$ cat config.mk
export PLATFORM = sky130hd
export DESIGN_NAME = dns_name_label_encoder_unit
export DESIGN_NICKNAME = d
export VERILOG_FILES = /design/src/hdl/dnle_pkg.sv /design/src/hdl/dnle_ram.sv /design/src/hdl/dnle_ctrl.sv /design/src/hdl/dns_name_label_encoder_unit.sv
export SDC_FILE = /design/constraint.sdc
export NUM_CORES = 1
export LEC_CHECK = 0
export ABC_AREA = 0
export BUFFER_PORTS_ARGS = -buffer_cell sky130_fd_sc_hd__clkbuf_2
export CAP_MARGIN = 20
export CORE_MARGIN = 1
export CORE_UTILIZATION = 67
export DETAILED_ROUTE_END_ITERATION = 7
export GPL_TIMING_DRIVEN = 1
export PLACE_DENSITY = 0.85
export SKIP_LAST_GASP = 1
export SLEW_MARGIN = 40
export SYNTH_ARGS = -nofsm -noshare
export SYNTH_HDL_FRONTEND = slang
export SYNTH_SLANG_ARGS = --single-unit
$ cat constraint.sdc
create_clock -name clk_i -period 6 [get_ports clk_i]
set_input_delay 0.6 -clock clk_i [delete_from_list [all_inputs] [get_ports clk_i]]
set_output_delay 0.6 -clock clk_i [all_outputs]
set_load 0.05 [all_outputs]
$ cat src/hdl/dnle_pkg.sv
// Shared types and constants of the DNS name label encoder.
package dnle_pkg;

  localparam int unsigned BYTE_W = 8;

  localparam logic [BYTE_W-1:0] DOT_CHAR = 8'h2E;
  localparam logic [BYTE_W-1:0] ZERO_BYTE = 8'h00;

  // One encoded byte handed from the sequencer to the output register.
  typedef struct packed {
    logic              valid;
    logic [BYTE_W-1:0] data;
    logic              last;
    logic              flag;
  } emit_t;

endpackage

$ cat src/hdl/dnle_ram.sv
// Generic single-port-write, single-port-read RAM with registered read data.
module dnle_ram #(
  parameter int unsigned WIDTH = 8,
  parameter int unsigned DEPTH = 32
) (
  input  logic                                    clk_i,
  input  logic                                    we_i,
  input  logic [((DEPTH > 1) ? $clog2(DEPTH) : 1)-1:0] waddr_i,
  input  logic [WIDTH-1:0]                        wdata_i,
  input  logic                                    re_i,
  input  logic [((DEPTH > 1) ? $clog2(DEPTH) : 1)-1:0] raddr_i,
  output logic [WIDTH-1:0]                        rdata_o
);

  logic [WIDTH-1:0] mem_q [DEPTH];
  logic [WIDTH-1:0] rdata_q;

  always_ff @(posedge clk_i) begin
    if (we_i) begin
      mem_q[waddr_i] <= wdata_i;
    end
    if (re_i) begin
      rdata_q <= mem_q[raddr_i];
    end
  end

  assign rdata_o = rdata_q;

endmodule

$ cat src/hdl/dnle_ctrl.sv
// Sequencer: buffers label characters, replays each label with its length and ends each name with a zero byte.
module dnle_ctrl
  import dnle_pkg::*;
#(
  parameter int unsigned MAX_LABEL = 32
) (
  input  logic              clk_i,
  input  logic              rst_ni,
  input  logic              in_valid_i,
  output logic              in_ready_o,
  input  logic [BYTE_W-1:0] char_byte_i,
  input  logic              end_of_name_i,
  input  logic              slot_free_i,
  output emit_t             emit_o
);

  localparam int unsigned AW = (MAX_LABEL > 1) ? $clog2(MAX_LABEL) : 1;
  localparam int unsigned CW = $clog2(MAX_LABEL + 1);
  localparam logic [CW-1:0] CNT_MAX = CW'(MAX_LABEL);

  typedef enum logic [3:0] {
    S_IDLE = 4'b0001,
    S_LEN  = 4'b0010,
    S_DATA = 4'b0100,
    S_TERM = 4'b1000
  } state_e;

  state_e        state_q, state_d;
  logic [CW-1:0] cnt_q, cnt_d;
  logic [AW-1:0] idx_q, idx_d;
  logic          ovf_q, ovf_d;
  logic          end_q, end_d;

  logic              we;
  logic              re;
  logic [AW-1:0]     raddr;
  logic [BYTE_W-1:0] rdata;
  logic              accept;
  logic              is_dot;

  dnle_ram #(
    .WIDTH(BYTE_W),
    .DEPTH(MAX_LABEL)
  ) u_store (
    .clk_i  (clk_i),
    .we_i   (we),
    .waddr_i(cnt_q[AW-1:0]),
    .wdata_i(char_byte_i),
    .re_i   (re),
    .raddr_i(raddr),
    .rdata_o(rdata)
  );

  assign in_ready_o = (state_q == S_IDLE);
  assign accept     = in_valid_i && in_ready_o;
  assign is_dot     = end_of_name_i || (char_byte_i == DOT_CHAR);
  assign we         = accept && !is_dot && (cnt_q < CNT_MAX);

  always_comb begin
    state_d = state_q;
    cnt_d   = cnt_q;
    idx_d   = idx_q;
    ovf_d   = ovf_q;
    end_d   = end_q;
    re      = 1'b0;
    raddr   = idx_q;
    emit_o  = '{valid: 1'b0, data: ZERO_BYTE, last: 1'b0, flag: 1'b0};
    case (state_q)
      S_IDLE: begin
        if (accept) begin
          if (is_dot) begin
            end_d   = end_of_name_i;
            state_d = S_LEN;
          end else if (cnt_q < CNT_MAX) begin
            cnt_d = cnt_q + CW'(1);
          end else begin
            ovf_d = 1'b1;
          end
        end
      end
      S_LEN: begin
        if (slot_free_i) begin
          emit_o.valid = 1'b1;
          emit_o.data  = BYTE_W'(cnt_q);
          if (cnt_q == '0) begin
            state_d = end_q ? S_TERM : S_IDLE;
          end else begin
            // prefetch the first character
            re      = 1'b1;
            raddr   = '0;
            idx_d   = '0;
            state_d = S_DATA;
          end
        end
      end
      S_DATA: begin
        if (slot_free_i) begin
          emit_o.valid = 1'b1;
          emit_o.data  = rdata;
          if (CW'(idx_q) == cnt_q - CW'(1)) begin
            cnt_d   = '0;
            state_d = end_q ? S_TERM : S_IDLE;
          end else begin
            re      = 1'b1;
            raddr   = idx_q + AW'(1);
            idx_d   = idx_q + AW'(1);
          end
        end
      end
      S_TERM: begin
        if (slot_free_i) begin
          emit_o.valid = 1'b1;
          emit_o.data  = ZERO_BYTE;
          emit_o.last  = 1'b1;
          emit_o.flag  = ovf_q;
          ovf_d        = 1'b0;
          state_d      = S_IDLE;
        end
      end
      default: begin
        state_d = S_IDLE;
      end
    endcase
  end

  always_ff @(posedge clk_i or negedge rst_ni) begin
    if (!rst_ni) begin
      state_q <= S_IDLE;
      cnt_q   <= '0;
      idx_q   <= '0;
      ovf_q   <= 1'b0;
      end_q   <= 1'b0;
    end else begin
      state_q <= state_d;
      cnt_q   <= cnt_d;
      idx_q   <= idx_d;
      ovf_q   <= ovf_d;
      end_q   <= end_d;
    end
  end

  a_cnt_bound: assert property (@(posedge clk_i) disable iff (!rst_ni)
    cnt_q <= CNT_MAX)
    else $error("label count above limit");

  a_data_nonempty: assert property (@(posedge clk_i) disable iff (!rst_ni)
    (state_q == S_DATA) |-> (cnt_q != '0) && (CW'(idx_q) < cnt_q))
    else $error("replay index outside buffered label");

  a_emit_slot: assert property (@(posedge clk_i) disable iff (!rst_ni)
    emit_o.valid |-> slot_free_i)
    else $error("byte emitted into a busy output register");

  a_term_clears: assert property (@(posedge clk_i) disable iff (!rst_ni)
    (state_q == S_TERM && slot_free_i) |=> !ovf_q && (state_q == S_IDLE))
    else $error("terminator did not clear overflow flag");

endmodule

$ cat src/hdl/dns_name_label_encoder_unit.sv
// Top level of the DNS name label encoder with its output register.
//
//   channel  direction  handshake             payload
//   in       input      in_valid_i/in_ready_o   char_byte_i, end_of_name_i
//   out      output     out_valid_o/out_ready_i out_byte_o, is_last_o, too_long_o
//
// An ordinary character is written to the label RAM while the label has room.
// A dot emits the length byte and the buffered characters, the end item also a zero
// byte; the replay reads one RAM entry per cycle unless stalled, one read prefetched.
// No input is taken during a replay; the next item is taken while the last byte waits.
// Reset clears the count, the overflow flag and the sequencer; the RAM needs no clearing.
// A stall on the output holds the replay with the RAM read data held.
module dns_name_label_encoder_unit
  import dnle_pkg::*;
#(
  parameter int unsigned MAX_LABEL = 32
) (
  input  logic              clk_i,
  input  logic              rst_ni,
  input  logic              in_valid_i,
  output logic              in_ready_o,
  input  logic [BYTE_W-1:0] char_byte_i,
  input  logic              end_of_name_i,
  output logic              out_valid_o,
  input  logic              out_ready_i,
  output logic [BYTE_W-1:0] out_byte_o,
  output logic              is_last_o,
  output logic              too_long_o
);

  emit_t             emit;
  logic              slot_free;
  logic              out_valid_q;
  logic [BYTE_W-1:0] out_byte_q;
  logic              is_last_q;
  logic              too_long_q;

  assign slot_free = !out_valid_q || out_ready_i;

  dnle_ctrl #(
    .MAX_LABEL(MAX_LABEL)
  ) u_ctrl (
    .clk_i        (clk_i),
    .rst_ni       (rst_ni),
    .in_valid_i   (in_valid_i),
    .in_ready_o   (in_ready_o),
    .char_byte_i  (char_byte_i),
    .end_of_name_i(end_of_name_i),
    .slot_free_i  (slot_free),
    .emit_o       (emit)
  );

  always_ff @(posedge clk_i or negedge rst_ni) begin
    if (!rst_ni) begin
      out_valid_q <= 1'b0;
    end else if (emit.valid) begin
      out_valid_q <= 1'b1;
    end else if (out_ready_i) begin
      out_valid_q <= 1'b0;
    end
  end

  // payload loads on every emitted byte, holds while the transfer stalls
  always_ff @(posedge clk_i) begin
    if (emit.valid) begin
      out_byte_q <= emit.data;
      is_last_q  <= emit.last;
      too_long_q <= emit.flag;
    end
  end

  assign out_valid_o = out_valid_q;
  assign out_byte_o  = out_byte_q;
  assign is_last_o   = is_last_q;
  assign too_long_o  = too_long_q;

endmodule

==> results.txt <==
The H-tree depth reported by CTS is 1. The first-pass GRT wire length is 40,400 um. The maximum clock path buffer count came out at 3. The cell sitting at the root of the clock tree is a sky130_fd_sc_hd__clkbuf_16. The number of port buffers is 24. The number of design-rule violations left by the first detailed-router iteration is 720. The area of the die came out at 0.0188 sq mm. Setup repair after global routing left no endpoint under its margin. The worst setup path is captured at a flip-flop. In this design, the critical path's most frequently occurring cell is sky130_fd_sc_hd__nor4_1. The number of hold-repair buffers added at the cts stage is 0. The detailed-route wire length per cell is 25.3 um.

The total via count in the routed design is 7,140. Before CTS, the worst setup slack after placement is 1.20 ns. The total wire length is 26,800 um. After synthesis, the netlist uses 64 different library cells.

The insertion delay of the later-clocked pin in the worst-skew pair is 0.55 ns. The first-pass iteration count of the detailed router came out at 5. The transition time at the pin with the least slew margin came out at 0.830 ns. For this run the aggregate overflow at the end of global routing stands at 0. The count of yosys warnings during synthesis is 0.

The power density over cell area is 422 mW/mm^2. The layout filler cell count is 1,006. Setup violations remaining at the end of the flow were counted as 0.

Summed over all nets, the half-perimeter wirelength after detailed placement is 16,700 um. The total power after layout is 5.69 mW. Synthesis produced 791 cells. The xor and xnor area share after synthesis is 0.643%. Buffers added to address setup during post-CTS repair amount to 0. The average instance area after synthesis is 15.5 sq um. The sort of element at the start of the critical path is a flip-flop.

The highest layer touched by signal routing is met4. The met3 wirelength from detailed routing is 2420 um. The path class of the lowest-slack min-delay path is in -> async. The DRC violations left is 0. The number of standard cells in the layout, taps in and fillers out is 1,062.

At the worst endpoint, the arrival time is 5.01 ns. Synthesis inferred 292 register bits. The proportion of synthesized area in mux cells is 12.6%. The vias per cell came out at 6.72. The final setup slack of the worst path is 1.23 ns. The aggregate global-route resource usage came out at 29.8%.

The number of sinks handled by clock tree synthesis is 292. In this run the count of I/O pins placed on the die edge is 25. The highest attainable clock frequency came out at 0.210 GHz.

The area of the mapped netlist is 0.0123 sq mm. In this run the remaining antenna-violating nets after routing total 0. The share of the yosys chip area belonging to registers came out at 70.8%. After clock tree synthesis, the clock-pin slew on the worst setup and hold paths is 0.06 ns. On the final layout, the worst clock skew is 0.0193 ns. The placed cell count came out at 1,010. The compound-cell area share of the yosys netlist is 4.93%. The highest fanout seen on the critical path came out at 35.

The worst pin sits at a relative slew slack of 44.2%. The share of synthesized flip-flops with an asynchronous set or reset is 6.16%. The final estimated routing congestion in global placement came out at 0.961.

The placeable core region is 0.0180 sq mm. In the layout the commonest cells are sky130_fd_sc_hd__edfxtp_1 (274), sky130_fd_sc_hd__mux2i_1 (152), sky130_fd_sc_hd__nand2_1 (83), sky130_fd_sc_hd__nor2_1 (49). The largest single stage delay on the critical path is 0.65 ns.

The routed length on met1 came out at 10,400 um. Among all flip-flop cells after synthesis, the most frequent one is sky130_fd_sc_hd__edfxtp_1. Entering global routing, the biggest net connects 51 pins. The flow ran to the end, and the final reports show no timing, DRC or antenna violations. VDD sags by at most 0.298 mV. The horizontal die dimension is 137 um. The repair_antennas step left the layout with diodes totalling 0. The worst setup path is of the reg -> reg kind. The utilization after layout is 75.1%.

The simple-gate share of the synthesized area came out at 8.47%. Among all stages on the critical path, the largest delay is contributed by sky130_fd_sc_hd__or3_1. The final total negative setup slack came out at 0 ns. The part of the cycle the worst path needs came out at 79.5%. The endpoint required time on the critical path is 6.24 ns.

Counting flops with a built-in enable in the synthesized netlist gives 274. Counting I/O delays and the setup requirement, the final critical path takes 4.77 ns. The number of gates given a new drive strength after cts came out at 0. The total count of hold-check failures in the final report was 0. The number of antenna violations at the first check in global routing is 0. After synthesis, the largest family of logic cells by area is multiplexers. The number of placement rows came out at 49. The starting density of the core is 68.3%.

The final count of pins violating max slew came out at 0. The die is 137 um tall. The number of buffers added by the clock tree synthesis step is 29. The number of global-route vias before repair came out at 7,063. TritonCTS built the clock tree.

The proportion of layout cells with a drive suffix above 1 is 12.0%. The number of nets in the finished design came out at 831. Summing the areas of all fa, ha and maj instances in the mapped netlist gives 0.612% of the synthesized area. The signal on the critical path passes through or3_1 > o31a_1 > nor4_4 > a211o_1 > mux2_2 > inv_2 > a221oi_1 > nor4_1 > nor4_1 > nand4_1.

The tool flagged a number of max-cap violations equal to 0. The wire length on met2 came out at 12,800 um. The area overhead of the layout relative to synthesis is 9.96%. Summed over all cells, the static leakage comes to 4.48 nW. Leaving out fill and tap cells, the most frequent cell in the layout is sky130_fd_sc_hd__edfxtp_1. The number of nets handed over by synthesis was 810.
[registers in the layout, summed over array words and instances (netlist names)]
| signal | cells |
|---|---|
| u_ctrl.end_q | 1 |
| u_ctrl.idx_q | 5 |
| too_long_o | 1 |
| u_ctrl.ovf_q | 1 |
| out_valid_o | 1 |
| u_ctrl.u_store.rdata_o | 8 |
| u_ctrl.u_store.mem_q | 256 |
| u_ctrl.state_q | 4 |
| out_byte_o | 8 |
| is_last_o | 1 |
| u_ctrl.cnt_q | 6 |
[where the power goes]
part	total [mW]	internal (mW)	switching (mW)
clock	1.79	1.06	0.730
sequential	2.48	2.36	0.124
combinational	1.42	0.474	0.945
total	5.69	3.89	1.80
[final cells by class]
cell class	instances	area (sq um)	area share, %
Clock buffer	38	759	5.63
Clock inverter	14	169	1.25
Inverter	6	25.0	0.186
Multi-Input combinational cell	454	3380	25.1
Sequential cell	292	8680	64.4
Tap cell	229	287	2.13
Timing Repair Buffer	29	183	1.35
[synth_stat cells, types with 6 or more instances]
cell                         n  area share [%]
sky130_fd_sc_hd__a21oi_1     6            0.24
sky130_fd_sc_hd__a221oi_1    7            0.50
sky130_fd_sc_hd__a22o_1      7            0.50
sky130_fd_sc_hd__a32oi_1    29             2.1
sky130_fd_sc_hd__buf_2      12            0.49
sky130_fd_sc_hd__buf_4      10            0.61
sky130_fd_sc_hd__clkbuf_1   13            0.40
sky130_fd_sc_hd__dfrtp_1    17             3.5
sky130_fd_sc_hd__edfxtp_1  274              67
sky130_fd_sc_hd__ha_1        6            0.61
sky130_fd_sc_hd__mux2i_1   152              12
sky130_fd_sc_hd__nand2_1    83             2.5
sky130_fd_sc_hd__nand3_1     7            0.29
sky130_fd_sc_hd__nand4_1    11            0.56
sky130_fd_sc_hd__nor2_1     57             1.7
sky130_fd_sc_hd__nor2b_1     8            0.41
sky130_fd_sc_hd__nor4_1      6            0.31
sky130_fd_sc_hd__xor2_1      6            0.43
[path summary, 6_finish.rpt]
kind / to / from / cells after the start / slack [ns]
setup / recovery: u_ctrl.u_store.rdata_o[6]$_DFFE_PP_ / u_ctrl.cnt_q[3]$_DFFE_PN0P_ / 10 / 1.23
hold / removal: u_ctrl.idx_q[1]$_DFF_PN0_ / rst_ni / 1 / 0.04
setup reg to reg: u_ctrl.u_store.rdata_o[6]$_DFFE_PP_ / u_ctrl.cnt_q[3]$_DFFE_PN0P_ / 10 / 1.23
hold reg to reg: out_byte_o[6]$_DFFE_PP_ / u_ctrl.u_store.rdata_o[6]$_DFFE_PP_ / 1 / 0.55
max in group asynchronous: u_ctrl.cnt_q[4]$_DFFE_PN0P_ / rst_ni / 1 / 5.55
min in group clk_i: u_ctrl.end_q$_DFFE_PN0P_ / end_of_name_i / 2 / 0.33
[critical path: cells and delay by family, from the launching register on]
family	cells	cell delay (ns)
flops	1	0.61
simple gates	5	1.80
compound gates	3	1.09
buf+inv	1	0.43
mux	1	0.50
[cell families after synthesis]
family | after synthesis
fa+ha+maj | 6
compound gates | 73
xor+xnor | 9
flops | 292
buf+inv | 45
mux | 154
simple gates | 212
[stage by stage]
step           hold slack [ns]  cell area [sq um]
2_1_floorplan            0.304              12300
3_3_place_gp             0.535              12500
3_5_place_dp             0.543              12500
4_1_cts                 0.0479              13500
5_1_grt                 0.0816              13500
6_report                0.0435              13500
[routing by layer]
layer	global-route usage, %	up-vias
li1	-	3098
met1	38.9	3541
met2	48.1	421
met3	6.36	80
met4	14.2	0
met5	0	-
Note: power is estimated with default switching activity, not from simulation.
